==> config.mk <==
export PLATFORM = sky130hd
export DESIGN_NAME = mono_note_priority_stack_unit
export DESIGN_NICKNAME = d
export VERILOG_FILES = /design/src/hdl/mnps_pkg.sv /design/src/hdl/mono_note_priority_stack_unit.sv /design/src/hdl/mnps_stack.sv
export SDC_FILE = /design/constraint.sdc
export NUM_CORES = 1
export LEC_CHECK = 0
export ABC_AREA = 1
export BUFFER_PORTS_ARGS = -buffer_cell sky130_fd_sc_hd__buf_2
export CORE_MARGIN = 4
export CORE_UTILIZATION = 30
export DETAILED_ROUTE_END_ITERATION = 16
export PLACE_DENSITY = 0.44
export SKIP_LAST_GASP = 1
export SYNTH_ARGS = -nofsm -noshare
export SYNTH_HDL_FRONTEND = slang
export SYNTH_SLANG_ARGS = --single-unit
==> constraint.sdc <==
create_clock -name clk -period 7.3 [get_ports clk]
set_input_delay 1.46 -clock clk [delete_from_list [all_inputs] [get_ports clk]]
set_output_delay 1.46 -clock clk [all_outputs]
set_load 0.02 [all_outputs]
==> src/hdl/mnps_pkg.sv <==
`default_nettype none

package mnps_pkg;

  localparam int DEF_STACK_DEPTH = 16;

  localparam logic FUNC_NOTE_ON  = 1'b0;
  localparam logic FUNC_NOTE_OFF = 1'b1;

  localparam logic [1:0] ACT_NONE    = 2'd0;
  localparam logic [1:0] ACT_START   = 2'd1;
  localparam logic [1:0] ACT_SLIDE   = 2'd2;
  localparam logic [1:0] ACT_RELEASE = 2'd3;

  typedef struct packed {
    logic               func;
    logic        [15:0] note_id;
    logic signed [15:0] note_pitch;
    logic        [15:0] note_velocity;
  } evt_t;

  typedef struct packed {
    logic        [1:0]  action;
    logic        [15:0] voice_id;
    logic signed [15:0] voice_pitch;
    logic        [15:0] voice_velocity;
    logic               overflow;
    logic        [4:0]  held_count;
  } res_t;

  // one held note as stored on the stack
  typedef struct packed {
    logic        [15:0] id;
    logic signed [15:0] pitch;
    logic        [15:0] velocity;
  } entry_t;

endpackage

`default_nettype wire

==> src/hdl/mono_note_priority_stack_unit.sv <==
`default_nettype none

// Channel   Dir  Handshake            Payload
// evt       in   evt_valid/evt_ready  mnps_pkg::evt_t (func, note_id, pitch, velocity)
// res       out  res_valid/res_ready  mnps_pkg::res_t (action, voice, overflow, held_count)
//
// Note on: the input transfer (stack push when not full), then the finish state.
// Note off: a search for the id (an unknown id ends there), then compaction for a release,
// a silent removal or a slide; search and compaction read one stack entry per cycle, and a
// slide takes one more read for the new top.
// Reset clears the held count and sounding voice; stack contents need none.
// evt_ready is low while an event is worked; the finish cycle stalls until the previous
// result is taken, so one result may wait while the next event is accepted.

module mono_note_priority_stack_unit #(
  parameter int STACK_DEPTH = mnps_pkg::DEF_STACK_DEPTH
) (
  input  wire logic          clk,
  input  wire logic          rst,
  input  wire logic          evt_valid,
  output logic               evt_ready,
  input  wire mnps_pkg::evt_t evt,
  output logic               res_valid,
  input  wire logic          res_ready,
  output mnps_pkg::res_t     res
);
  import mnps_pkg::*;

  localparam int AW = (STACK_DEPTH > 1) ? $clog2(STACK_DEPTH) : 1;
  localparam int CW = $clog2(STACK_DEPTH + 1);

  localparam logic [2:0] S_IDLE  = 3'd0;
  localparam logic [2:0] S_SRCH  = 3'd1;
  localparam logic [2:0] S_SHIFT = 3'd2;
  localparam logic [2:0] S_TOP   = 3'd3;
  localparam logic [2:0] S_TOPD  = 3'd4;
  localparam logic [2:0] S_FIN   = 3'd5;

  logic [2:0]         state;
  logic [CW-1:0]      cnt;
  logic [15:0]        sid;
  logic               svld;
  logic [15:0]        key;
  logic [CW-1:0]      iss;
  logic               rvld;
  logic [AW-1:0]      ridx;
  logic signed [15:0] rp;
  logic [15:0]        rv;
  res_t               hold;

  logic               we;
  logic [AW-1:0]      waddr;
  entry_t             wentry;
  logic [AW-1:0]      raddr;
  entry_t             rentry;
  logic               rmatch;
  logic               full;
  logic               was_sounding;

  assign evt_ready    = (state == S_IDLE);
  assign full         = (cnt >= CW'(STACK_DEPTH));
  assign was_sounding = svld && (sid == key);

  mnps_stack #(
    .STACK_DEPTH (STACK_DEPTH),
    .AW          (AW)
  ) u_stack (
    .clk    (clk),
    .we     (we),
    .waddr  (waddr),
    .wentry (wentry),
    .raddr  (raddr),
    .key    (key),
    .rentry (rentry),
    .rmatch (rmatch)
  );

  always_comb begin
    we     = 1'b0;
    waddr  = ridx - AW'(1);
    wentry = rentry;
    raddr  = iss[AW-1:0];
    case (state)
      S_IDLE: begin
        waddr  = cnt[AW-1:0];
        wentry = '{id: evt.note_id, pitch: evt.note_pitch, velocity: evt.note_velocity};
        we     = evt_valid && (evt.func == FUNC_NOTE_ON) && !full;
      end
      S_SHIFT: begin
        we = rvld;  // entry read at ridx moves down one place
      end
      S_TOP: begin
        raddr = AW'(cnt - CW'(1));
      end
      default: begin
      end
    endcase
  end

  always_ff @(posedge clk) begin
    if (rst) begin
      state     <= S_IDLE;
      cnt       <= '0;
      sid       <= '0;
      svld      <= 1'b0;
      rvld      <= 1'b0;
      res_valid <= 1'b0;
    end else begin
      if (res_valid && res_ready && (state != S_FIN)) begin
        res_valid <= 1'b0;
      end
      case (state)
        S_IDLE: begin
          if (evt_valid) begin
            key  <= evt.note_id;
            iss  <= '0;
            rvld <= 1'b0;
            if (evt.func == FUNC_NOTE_ON) begin
              sid  <= evt.note_id;
              svld <= 1'b1;
              if (!full) begin
                cnt <= cnt + CW'(1);
              end
              hold <= '{action: ACT_START, voice_id: evt.note_id,
                        voice_pitch: evt.note_pitch, voice_velocity: evt.note_velocity,
                        overflow: full,
                        held_count: full ? 5'(cnt) : 5'(cnt + CW'(1))};
              state <= S_FIN;
            end else begin
              state <= S_SRCH;
            end
          end
        end
        S_SRCH: begin
          if (rvld && rmatch) begin
            rp    <= rentry.pitch;
            rv    <= rentry.velocity;
            iss   <= CW'(ridx) + CW'(1);
            rvld  <= 1'b0;
            state <= S_SHIFT;
          end else begin
            rvld <= (iss < cnt);
            ridx <= iss[AW-1:0];
            if (iss < cnt) begin
              iss <= iss + CW'(1);
            end
            if (!rvld && (iss >= cnt)) begin
              hold  <= '{action: ACT_NONE, voice_id: '0, voice_pitch: '0,
                         voice_velocity: '0, overflow: 1'b0, held_count: 5'(cnt)};
              state <= S_FIN;
            end
          end
        end
        S_SHIFT: begin
          rvld <= (iss < cnt);
          ridx <= iss[AW-1:0];
          if (iss < cnt) begin
            iss <= iss + CW'(1);
          end
          if (!rvld && (iss >= cnt)) begin
            cnt <= cnt - CW'(1);
            if (!was_sounding) begin
              hold  <= '{action: ACT_NONE, voice_id: '0, voice_pitch: '0,
                         voice_velocity: '0, overflow: 1'b0,
                         held_count: 5'(cnt - CW'(1))};
              state <= S_FIN;
            end else if (cnt == CW'(1)) begin
              svld  <= 1'b0;
              hold  <= '{action: ACT_RELEASE, voice_id: key, voice_pitch: rp,
                         voice_velocity: rv, overflow: 1'b0, held_count: 5'd0};
              state <= S_FIN;
            end else begin
              state <= S_TOP;
            end
          end
        end
        S_TOP: begin
          state <= S_TOPD;
        end
        S_TOPD: begin
          sid   <= rentry.id;
          hold  <= '{action: ACT_SLIDE, voice_id: rentry.id, voice_pitch: rentry.pitch,
                     voice_velocity: rentry.velocity, overflow: 1'b0,
                     held_count: 5'(cnt)};
          state <= S_FIN;
        end
        S_FIN: begin
          if (!res_valid || res_ready) begin
            res       <= hold;
            res_valid <= 1'b1;
            state     <= S_IDLE;
          end
        end
        default: begin
          state <= S_IDLE;
        end
      endcase
    end
  end

  a_cnt_bound: assert property (@(posedge clk) disable iff (rst)
    cnt <= CW'(STACK_DEPTH))
    else $error("held count above stack depth");

  a_load_from_fin: assert property (@(posedge clk) disable iff (rst)
    $rose(res_valid) |-> $past(state) == S_FIN)
    else $error("result loaded outside finish state");

  a_release_empty: assert property (@(posedge clk) disable iff (rst)
    $fell(svld) |-> ($past(state) == S_SHIFT) && (cnt == '0))
    else $error("voice dropped while notes are held");

  a_ovf_full: assert property (@(posedge clk) disable iff (rst)
    (state == S_FIN) && hold.overflow |-> cnt == CW'(STACK_DEPTH))
    else $error("overflow flagged with room on the stack");

endmodule

`default_nettype wire

==> src/hdl/mnps_stack.sv <==
`default_nettype none

module mnps_stack #(
  parameter int STACK_DEPTH = mnps_pkg::DEF_STACK_DEPTH,
  parameter int AW          = $clog2(mnps_pkg::DEF_STACK_DEPTH)
) (
  input  wire logic            clk,
  input  wire logic            we,
  input  wire logic [AW-1:0]   waddr,
  input  wire mnps_pkg::entry_t wentry,
  input  wire logic [AW-1:0]   raddr,
  input  wire logic [15:0]     key,
  output mnps_pkg::entry_t     rentry,
  output logic                 rmatch
);
  import mnps_pkg::*;

  entry_t mem [STACK_DEPTH];

  always_ff @(posedge clk) begin
    if (we) begin
      mem[waddr] <= wentry;
    end
  end

  // registered read port with the id compare alongside
  always_ff @(posedge clk) begin
    rentry <= mem[raddr];
    rmatch <= (mem[raddr].id == key);
  end

endmodule

`default_nettype wire

Yosys cells after proc, flatten, opt, wreduce, memory -nomap -nowiden
Memory sizes are Yosys's and may differ from the RTL's.
Cells that the tools add are included.
{"block": "word_totals", "ff_bits": 245, "mem_bits_rw": 768, "in_bits": 53, "out_inout_bits": 58, "n_memories": 1}
{"block": "op_classes", "add_sub_neg": 5, "magnitude_cmp": 3, "n_eq_ne": 19, "muxes": 49, "bitwise": 2, "reduce_logical": 28}
{"name": "u_stack.mem", "depth": 16, "width": 48, "rd": 1, "rd_ports_with_merged_regs": 0, "write_ports": 1, "line_no": "mnps_stack.sv:18", "text": "entry_t mem [STACK_DEPTH];"}
{"operator": "56-bit two-way mux", "n": 7}
{"operator": "56-bit case mux with 4 select lines", "n": 1}
{"operator": "48-bit two-way mux", "n": 1}
{"operator": "5-bit two-way mux", "n": 7}
{"operator": "16-bit == test", "n": 2}
{"operator": "16-bit two-way mux", "n": 2}
{"operator": "16-bit case mux with 2 select lines", "n": 1}
{"operator": "3-bit two-way mux", "n": 8}
{"operator": "3-bit case mux with 6 select lines", "n": 1}
{"operator": "3-bit AND reduction", "n": 6}
{"operator": "2-bit inequality test, second input constant", "n": 8}
{"operator": "5-bit case mux with 3 select lines", "n": 1}
{"operator": "1-bit two-way mux", "n": 12}
{"operator": "4-bit two-way mux", "n": 3}
{"operator": "5-bit by 1-bit adder with 5-bit output, second input constant", "n": 2}
{"operator": "5-bit case mux with 2 select lines", "n": 1}
{"operator": "3-bit inequality test, second input constant", "n": 3}
{"operator": "4-bit case mux with 2 select lines", "n": 1}
{"operator": "4-bit AND reduction", "n": 2}
{"operator": "8-bit AND reduction", "n": 1}
{"operator": "1-bit logical AND", "n": 7}
{"operator": "3-bit by 2-bit == test with 1-bit output, second input constant", "n": 2}
{"operator": "3-bit == test, second input constant", "n": 2}
{"operator": "6-bit AND reduction", "n": 1}
{"operator": "other kinds (18)", "n": 24}

Longest topological paths before layout
Gate-level depths: netlist (run 1).
{"block": "logic_depth", "ltp_word": 6, "ltp_mapped": 18}

By module
A second synthesis (run 1) with hierarchy kept.
{"block": "hier_totals", "cells_unflattened": 3284, "area_unflattened_um2": 40508.9}
{"module": "mnps_stack", "instances": 1, "cells_per_inst": 2421, "area_each_um2": 31682.9, "seq_area_each_um2": 24043.1}
{"module": "mono_note_priority_stack_unit", "instances": 1, "cells_per_inst": 863, "area_each_um2": 8826.0, "seq_area_each_um2": 5615.4}

Worst setup path after synthesis (run 1)
Ideal clock, no wire load.
{"block": "synth_timing", "path_kind": "register to register", "startpoint": "register cnt[4]", "endpoint": "register hold[0] (netlist bit) (enable)", "arrival_time_ns": 5.621, "required_ns": 6.761, "path_slack_ns": 1.140, "path_stages_with_launch": 11, "period_less_slack_ns": 6.160, "cell_sequence": "dfxtp_1 -> inv_1 -> clkbuf_1 -> ha_1 -> nand2_1 -> or2_2 -> nand3_1 -> o21ai_0 -> nand2_1 -> nand2_1 -> nor3_1"}
{"block": "synth_via", "elab_chain_cells": 4, "elab_cells_between_ends": 7}
{"element": "from (decl)", "line_no": "mono_note_priority_stack_unit.sv:40", "text": "logic [CW-1:0] cnt;"}
{"element": "from (signal assigned)", "line_no": "mono_note_priority_stack_unit.sv:122", "text": "cnt <= cnt + CW'(1);"}
{"element": "from (signal assigned)", "line_no": "mono_note_priority_stack_unit.sv:161", "text": "cnt <= cnt - CW'(1);"}
{"element": "5-bit >= comparator", "line_no": "mono_note_priority_stack_unit.sv:147, mono_note_priority_stack_unit.sv:160"}
{"element": "1-bit logical AND", "line_no": "mono_note_priority_stack_unit.sv:147, mono_note_priority_stack_unit.sv:160"}
{"element": "2-bit inequality test (no line)"}
{"element": "8-bit AND reduction (no line) (*)"}
{"element": "to (signal assigned)", "line_no": "mono_note_priority_stack_unit.sv:148", "text": "hold <= '{action: ACT_NONE, voice_id: '0, voice_pitch: '0,"}
{"element": "to (signal assigned)", "line_no": "mono_note_priority_stack_unit.sv:163", "text": "hold <= '{action: ACT_NONE, voice_id: '0, voice_pitch: '0,"}
{"element": "to (signal assigned)", "line_no": "mono_note_priority_stack_unit.sv:169", "text": "hold <= '{action: ACT_RELEASE, voice_id: key, voice_pitch: rp,"}
{"element": "to (decl)", "line_no": "mono_note_priority_stack_unit.sv:49", "text": "res_t hold;"}
Every way passes the cells marked *; elsewhere a longest branch is shown, timed or not.
A chain may end at the register's enable or synchronous reset.

Worst setup path in the final report (run 1)
{"block": "layout_timing", "startpoint": "register state[0]", "endpoint": "memory u_stack.mem[3][9] (netlist bit) (enable)"}
{"block": "layout_via", "elab_chain_cells": 4, "elab_cells_between_ends": 6}
{"element": "from (decl)", "line_no": "mono_note_priority_stack_unit.sv:39", "text": "logic [2:0] state;"}
{"element": "from (signal assigned)", "line_no": "mono_note_priority_stack_unit.sv:102", "text": "state <= S_IDLE;"}
{"element": "from (signal assigned)", "line_no": "mono_note_priority_stack_unit.sv:128", "text": "state <= S_FIN;"}
{"element": "from (signal assigned)", "line_no": "mono_note_priority_stack_unit.sv:130", "text": "state <= S_SRCH;"}
{"element": "3-bit by 2-bit == test with 1-bit output or 3-bit logical NOT (tied branches)", "line_no": "mono_note_priority_stack_unit.sv:83", "text": "case (state)"}
{"element": "1-bit case mux with 2 select lines", "line_no": "mono_note_priority_stack_unit.sv:83"}
{"element": "1-bit two-way mux", "line_no": "mnps_stack.sv:21", "text": "if (we) begin"}
{"element": "1-bit two-way mux (not written as such)", "line_no": "mnps_stack.sv:22", "text": "mem[waddr] <= wentry;"}
{"element": "to (decl)", "line_no": "mnps_stack.sv:18"}
Parallel ways exist; a longest one is shown, timed or not.

==> results of run 1 <==
[placed cells by master (no fill, tap or decap), types with 4 or more instances in the layout]
cell,n
nor2_1,307
inv_2,4
nand2_1,534
dfxtp_1,76
clkbuf_16,106
nand4_1,4
buf_2,110
clkinv_2,19
ha_1,12
clkbuf_1,28
nand3_1,273
a21oi_1,65
o21ai_1,29
o21ai_0,325
nor3b_1,4
buf_4,83
a31oi_1,18
or2_2,4
edfxtp_1,937
xnor2_1,9
inv_1,122
clkinv_1,30
nor3_1,5
o21ai_4,4
o211ai_1,83
nor2_4,18
o221ai_1,65
xor2_1,5
o22ai_1,68
buf_12,6
bufinv_16,9
nor2_2,4
[cell type report]
| class | instances | area, sq um | area share (%) |
|---|---|---|---|
| tap | 1755 | 2196 | 4.755 |
| clock buffer | 136 | 2785 | 6.031 |
| inverter | 130 | 493.0 | 1.068 |
| antenna | 2 | 5.005 | 0.01084 |
| timing repair buffer | 199 | 1294 | 2.802 |
| clock inverter | 62 | 554.3 | 1.200 |
| multi-input combinational | 1854 | 9193 | 19.91 |
| sequential | 1013 | 29660 | 64.23 |
[layer usage]
layer	vias to the layer above	routed length [um]
li1	11840	-
met1	12670	55250
met2	730	53560
met3	121	7342
met4	0	2057
met5	-	0
[stage by stage]
step	worst slack (ps)	total power [mW]	utilization [%]	area, sq um
2_1_floorplan	1140	11.14	-	39940
3_3_place_gp	2637	13.47	32.50	42830
3_5_place_dp	2651	13.48	32.50	42830
4_1_cts	2672	18.81	35.03	46170
5_1_grt	2311	19.58	35.04	46180
6_report	2582	18.61	35.04	46180
[kinds of logic (layout without fill, tap and decap cells)]
kind of cell	Yosys count	count (layout)	synth area share, %
AOI/OAI and AO/OA	668	668	9.852
xor gates and xnor gates	14	14	0.3070
adders and majority gates	12	12	0.3759
buffers and inverters	326	527	3.314
DFF	1013	1013	74.25
other	0	2	0
and+or+nand+nor	1160	1160	11.90
[worst reg2reg max path: cells and delay by family, from the launching register on]
kind / cells / cell delay, ps
buf+inv: 3 / 1050
compound gates: 1 / 680
flops: 1 / 360
simple gates: 4 / 2260
[registers in the layout, summed over array words and instances, names as in the netlist]
| name | count |
|---|---|
| res | 56 |
| state | 3 |
| ridx | 4 |
| res_valid | 1 |
| hold | 56 |
| u_stack.mem | 768 |
| cnt | 5 |
| svld | 1 |
| key | 16 |
| rp | 16 |
| rv | 16 |
| u_stack.rentry | 48 |
| rvld | 1 |
| iss | 5 |
| u_stack.rmatch | 1 |
| sid | 16 |
[worst max path at each step]
stage,startpoint,to,slack [ps],depth (start not counted)
floorplan,cnt[4],hold[0],1140,10
global placement,evt[48],u_stack.mem[12][27],2640,7
detailed placement,evt[48],u_stack.mem[3][13],2650,7
CTS,state[0],u_stack.mem[3][44],2670,8
global route,state[0],u_stack.mem[12][30],2310,8
finish,state[0],u_stack.mem[3][9],2580,8
[power groups by stage]
| stage | Sequential [mW] | Combinational [mW] | Clock (mW) |
|---|---|---|---|
| global route | 8.17 | 5.75 | 5.66 |
| detailed placement | 8.24 | 5.24 | 0 |
| floorplan | 8.21 | 2.93 | 0 |
| global placement | 8.24 | 5.23 | 0 |
| CTS | 8.12 | 5.25 | 5.44 |
| finish | 8.12 | 5.19 | 5.29 |
==> summary by stage, run 1 <==
Run status
The run finished with clean final reports.

STA
Of the available clock period, the critical path in the final layout requires 64.63%. After routing, the total negative slack on setup checks comes to 0 ps. The slew at the pin closest to its max-slew limit is 1345 ps. The achievable frequency is ~210 MHz.

The number of failing setup endpoints in the final timing report is 0. The worst setup skew after layout is around 22 ps. Setup repair after global routing left no endpoint under its margin. The final number of hold-violating endpoints is 0. Counting I/O delays and the setup requirement, the final critical path takes 4718 ps. The worst pin sits at a relative slew slack of 10.13%. The final max-slew violation count came to 0. The final-layout worst hold slack is approximately 410 ps.

Setup path
Counting both buffers and inverters, the worst setup path holds a total of 3. The critical path is of the flip-flop to flip-flop type. The launching point of the worst reg2reg path is state[0]. Along the worst path, the maximum fanout reaches 26. The cell at the slowest stage of the critical path is nor2_4. The kind of capture point of the worst setup path is a flip-flop.

The worst stage delay on the critical path is 1070 ps. The endpoint identified for the worst register-to-register timing path is u_stack.mem[3][9]. The signal on the critical path passes through nor2_1, inv_1, nor2_1, inv_1, o21ai_0, nand3_1, nor2_4, buf_4. The count of cells along the worst register-to-register path is 8.

For the worst setup path, the data required time is ~7700 ps. The setup slack on the worst flop-to-flop path is 2580 ps. The launching element type of the critical path is a flip-flop.

Data on the critical path arrives at its endpoint at a little over 5000 ps. The cell type group with the largest total delay on the critical path is simple AND/OR/NAND/NOR gates.

Detailed routing
For this block, the initial DRC count from the detailed router was about 2400. The final antenna-violating net count is 0. Summed over all layers, the routed wires come to around 120000 um.

The number of vias in the routed layout is 25360. The mean routed wirelength per cell is about 23 um. In the routed design, unresolved DRC markers number 0. Before antenna repair, the detailed router went through 5 iterations. Using the TritonRoute via totals, the vias-per-cell ratio works out to around 4.9.

Floorplan
Pin placement for this block handled 111 I/O pins. The placement row count is around 130. Once the floorplan was initialized, standard cells occupied 30.31% of the core. After floorplanning, the core was sized to cover 131800 sq um.

The die span in y is 372.9 um. The width of the die is 372.9 um. The die covers 139000 sq um.

Min path
The worst hold path belongs to the class flip-flop to flip-flop. Along the worst hold path, the cell count comes to 0. The worst hold path startpoint is hold[39]. The endpoint of the worst hold-timing path is res[39].

Synth
The most instantiated flip-flop cell in the synthesis netlist is edfxtp_1. Yosys printed 0 warnings. Synthesis inferred approximately 1000 register bits. The post-synthesis instance total is 3193. The top-area cell type share of the netlist area is 70.44%. The cell type contributing the most total cell area after synthesis is edfxtp_1.

Of all flip-flops after synthesis, the portion carrying an async set or reset was 0%. By area the synthesized netlist is led by edfxtp_1 (70%), nand2_1 (5.0%), o21ai_0 (4.2%), dfxtp_1 (3.8%), nand3_1 (3.4%). The unique cell type count in the Yosys netlist is 35. A synthesized cell averages between 10 and 15 sq um. The number of enable-type register cells in the synthesized netlist is between 900 and 1000.

The synthesized net count is 3258. The post-synth design cell area is approximately 40000 sq um. The most used standard cell by instance count after synthesis is edfxtp_1. After synthesis, flip-flops and latches occupy 74.25% of the total area. By count the netlist is led by edfxtp_1 (937), nand2_1 (534), o21ai_0 (337).

Pwr
The internal portion of the total power is approximately 12 mW. The maximum VDD drop is 0.0002474 V. The combinational share of power is roughly 28%. The leakage dissipation is between 15 and 20 nW. For this design the ratio of total power to cell area is 403.0 nW/um^2. The clock network accounts for 28.4% of the total power.

The relative contribution of sequential cells to total power is 43.7%. The fraction of power spent switching nets is between 30% and 40%. The net switching power figure is 6.506 mW.

Clock tree
Post-CTS timing repair inserted 0 buffers for setup. The clock-pin slew on the worst setup and hold paths is 60 ps. Clock tree synthesis selected as its root buffer the cell clkbuf_16. Clock latency on the worst-skew pair, taken at its later pin, is 700 ps.

The post-CTS resize count is 0. The H-tree was split into 3 levels. The largest buffer count on any clock path is 3. Hold repair after CTS inserted 0 buffers. The tree built by TritonCTS fans out to 1013 sinks. The TritonCTS clock tree is done.

The total CTS buffers is 105.

Global route
The wire length of the first global-routing pass is 173200 um. The initial antenna violation count is 8. Global routing used 2.775% of the available met3 tracks. In the global route stage, met2 resource usage came out at 25.96%. The met1 usage is a little under a quarter.

The most congested layer reported by global routing is met2. The number of global-route vias before repair is 24400. Global routing used 16.55% of the available tracks across all layers. The largest net degree at the start of global routing is 158. Global routing finished with a remaining overflow of 0.

Place
After detailed placement, the design holds a cell count of 4951. The count of buffers inserted at the top-level ports is 110. The detailed placer's ending HPWL is 65730 um.

Routability-driven placement finished with a final weighted congestion of 0.7939.

Layout
Excluding fillers, the count of instances in the completed layout stands at 5151. The total number of nets in the final design is 3368. Compared with the post-synthesis result, the final layout area differs by 15.61%. The filler cell count is 12960. The fraction of layout instances using a drive strength above 1 is 11.31%.

Run
The tool flagged a number of max-cap violations equal to 0.
(Power assumes the default switching activity.)
==> run 2: changes to the inputs <==
==> constraint.sdc (replaced) <==
create_clock -name clk -period 4.7 [get_ports clk]
set_input_delay 0.94 -clock clk [delete_from_list [all_inputs] [get_ports clk]]
set_output_delay 0.94 -clock clk [all_outputs]
set_load 0.02 [all_outputs]
==> summary by stage, run 2 (synthesis results as in run 1) <==
Floorplan
The initial utilization of the core area, before any placement, comes to a little under a third. In this run the count of I/O pins placed on the die edge is 111. In this run the vertical extent of the chip is roughly 370 um. The die area is roughly 140000 sq um. The core box area is 131800 sq um. The placement row count is 133.

The width of the die is 372.9 um.

Setup path
For this design, the slowest cell found on the critical path is buf_4. The worst stage delay on the critical path is 710 ps. The setup slack on the worst flop-to-flop path is 1270 ps.

Walking the worst path, the cells encountered are inv_1, ha_1, nand2_1, or2_2, nand3_1, o21ai_0, nand2_1, o2111ai_1, nor3_4, buf_4. The required time at the worst-slack endpoint is 5020 ps. The worst setup path is launched from a flip-flop. At the worst endpoint, the arrival time is ~3700 ps. By startpoint and endpoint, the worst setup path is classified as flip-flop to flip-flop. In this design, the critical path's most frequently occurring cell is nand2_1. The kind of capture point of the worst setup path is a flip-flop. The largest fanout of any net on the critical path is between 50 and 60.

Layout
Leaving out filler cells and counting taps, the final layout contains 5183. The library cell used most frequently in the layout, excluding fill and tap cells, is edfxtp_1. The finished cells cover 46800 sq um. The count of antenna diodes in the layout is 0. The register with the most flip-flops in the layout has ~770 of them. The library cells used most frequently in the layout, excluding fill and tap cells, are edfxtp_1 (937), nand2_1 (534), o21ai_0 (326). The filler cell count is 12960. Relative to the synthesized area, the layout overhead comes to 17.18%.

Of the cells placed in the final design, the portion with a size suffix greater than 1 is 12.60%. In the final layout, the registers with the most flip-flops are u_stack.mem x768, hold x56, res x56. The total number of nets in the final design is 3401.

The largest register by flop count is u_stack.mem.

Clock tree
The number of clock sinks is 1013. The clock latency reported for the late side of the worst-skew pair is 700 ps. The number of buffers added for setup after CTS is 0.

The largest buffer count on any clock path is 3. The TritonCTS clock tree is done. The count of hold buffers inserted by post-cts repair is 0.

The clock-pin slew on the worst setup and hold paths is 60 ps. The total CTS buffers is 105. The cell chosen for the clock root is clkbuf_16. In this run, post-CTS repair resized a total of 0 instances. In this run the number of H-tree levels came out at 3.

Place
Counting tap cells, the placed design contains a total of 4984 instances. During placement, the flow inserted port buffers numbering 110. The HPWL after detailed placement is 66550 um. The last weighted congestion value of the routability-driven placer is 0.8234. The worst slack at placement is 1245 ps.

In this run the cell area measured after placement is around 43000 sq um.

Global route
Summed over all layers, the global routing overflow is 0. The first global-routing pass estimated 178900 um of wire. The number of global-route vias before repair came to between 20000 and 25000. The largest net degree at the start of global routing is between 100 and 150.

The initial antenna violation count came to 0. For this run, the total global-route usage over all layers was measured as 17.18%.

Run status
The flow ran to the end, and the final reports show no timing, DRC or antenna violations.

Pwr
Net switching is 34.25% of the power. The part of the power in the clock network is roughly 29%. IR analysis of the VDD net gives a maximum drop of 0.0003816 V.

Combinational logic burns 27.2% of the power. The internal cell power is 19.05 mW. The leakage dissipation is 15.94 nW. The net switching power figure is 9.919 mW. The relative contribution of sequential cells to total power is 43.8%. In this run the power density over the cells is 618.9 nW/um^2.

STA
Between clock sinks in the finished design, the worst skew comes to approximately 43 ps. Of the available clock period, the critical path in the final layout requires 72.88%. The achievable frequency is 291.9 MHz.

The final max-slew violation count is 0. The number of failing setup endpoints in the final timing report is 0. The final number of hold-violating endpoints was 0. The clock period minus final worst setup slack is between 3000 and 4000 ps. The headroom to the max-slew limit is 10.87%.

The setup TNS is 0 ps. The least setup slack across all paths after layout is between 1000 and 1500 ps. At the pin with the least slew margin, the transition time is about 1300 ps. Setup repair after global routing left no endpoint under its margin.

Detailed routing
Dividing the detail-routed via count by the number of cells gives around 5.0. The final antenna-violating net count is 0. The first-pass iteration count of the detailed router is 5. The detailed-route DRC error count is 0. The mean routed wirelength per cell is 23.57 um. In this run, the number of DRC markers left after iteration 0 of detailed routing was 2428. The wire length after detailed routing is 122200 um. Summing over every cut layer, the via total after detailed routing is ~26000.

Min path
The worst hold-check path type is flip-flop to flip-flop.

Run
The tool flagged a number of max-cap violations equal to 0.
run 2: cell count changes in the layout (fill, tap and decap cells not counted), moves of 2 or more:
| cell | change |
|---|---|
| diode_2 | -2 |
| clkbuf_1 | -4 |
| nor3_4 | +2 |
| buf_12 | +20 |
| nor3_2 | -2 |
| clkinv_16 | +2 |
| clkbuf_8 | +8 |
| clkinv_2 | +6 |
| buf_4 | +13 |
| clkinv_1 | -11 |
run 2: path summary, 6_finish.rpt:
path                            endpoint      from  depth (start not counted)
worst max register to register  hold[17]    cnt[4]                         10
worst min-delay path             res[14]  hold[14]                          0
worst min register to register   res[14]  hold[14]                          0
worst max-delay path            hold[17]    cnt[4]                         10
run 2: layer usage:
layer,up-vias,global-route usage [%],part of all wire (%)
met5,-,0,0
met4,0,4.401,1.9
met3,142,2.177,4.9
met2,707,27.82,47
met1,12880,24.48,46
li1,11930,-,-
run 2: worst max-delay path: cells and delay by family, from the launching register on:
kind	cells	cell delay, ps
and+or+nand+nor	5	890
buffers and inverters	2	930
AOI/OAI and AO/OA	2	370
adders and majority gates	1	360
DFF	1	420
run 2: cell type report:
| class | count | area (sq um) | share of cell area (%) |
|---|---|---|---|
| Clock buffer | 140 | 2880 | 6.154 |
| Clock inverter | 59 | 584.3 | 1.248 |
| Inverter | 130 | 491.7 | 1.051 |
| Multi-Input combinational cell | 1854 | 9201 | 19.66 |
| Sequential cell | 1013 | 29660 | 63.37 |
| Tap cell | 1755 | 2196 | 4.692 |
| Timing Repair Buffer | 232 | 1792 | 3.828 |
run 2: metrics by stage:
step,utilization [%],power [mW],hold WS [ps]
5_1_grt,35.51,30.49,423.4
2_1_floorplan,-,17.29,400.3
4_1_cts,35.51,29.20,396.2
6_report,35.51,28.96,416.6
3_5_place_dp,32.88,20.78,405.7
3_3_place_gp,32.88,20.80,402.8
run 2: power groups by stage:
stage / clock network (mW) / registers [mW] / logic (mW)
finish: 8.38 / 12.7 / 7.88
global route: 8.97 / 12.8 / 8.75
CTS: 8.58 / 12.7 / 7.93
detailed placement: 0 / 12.9 / 7.91
global placement: 0 / 12.9 / 7.92
floorplan: 0 / 12.7 / 4.55
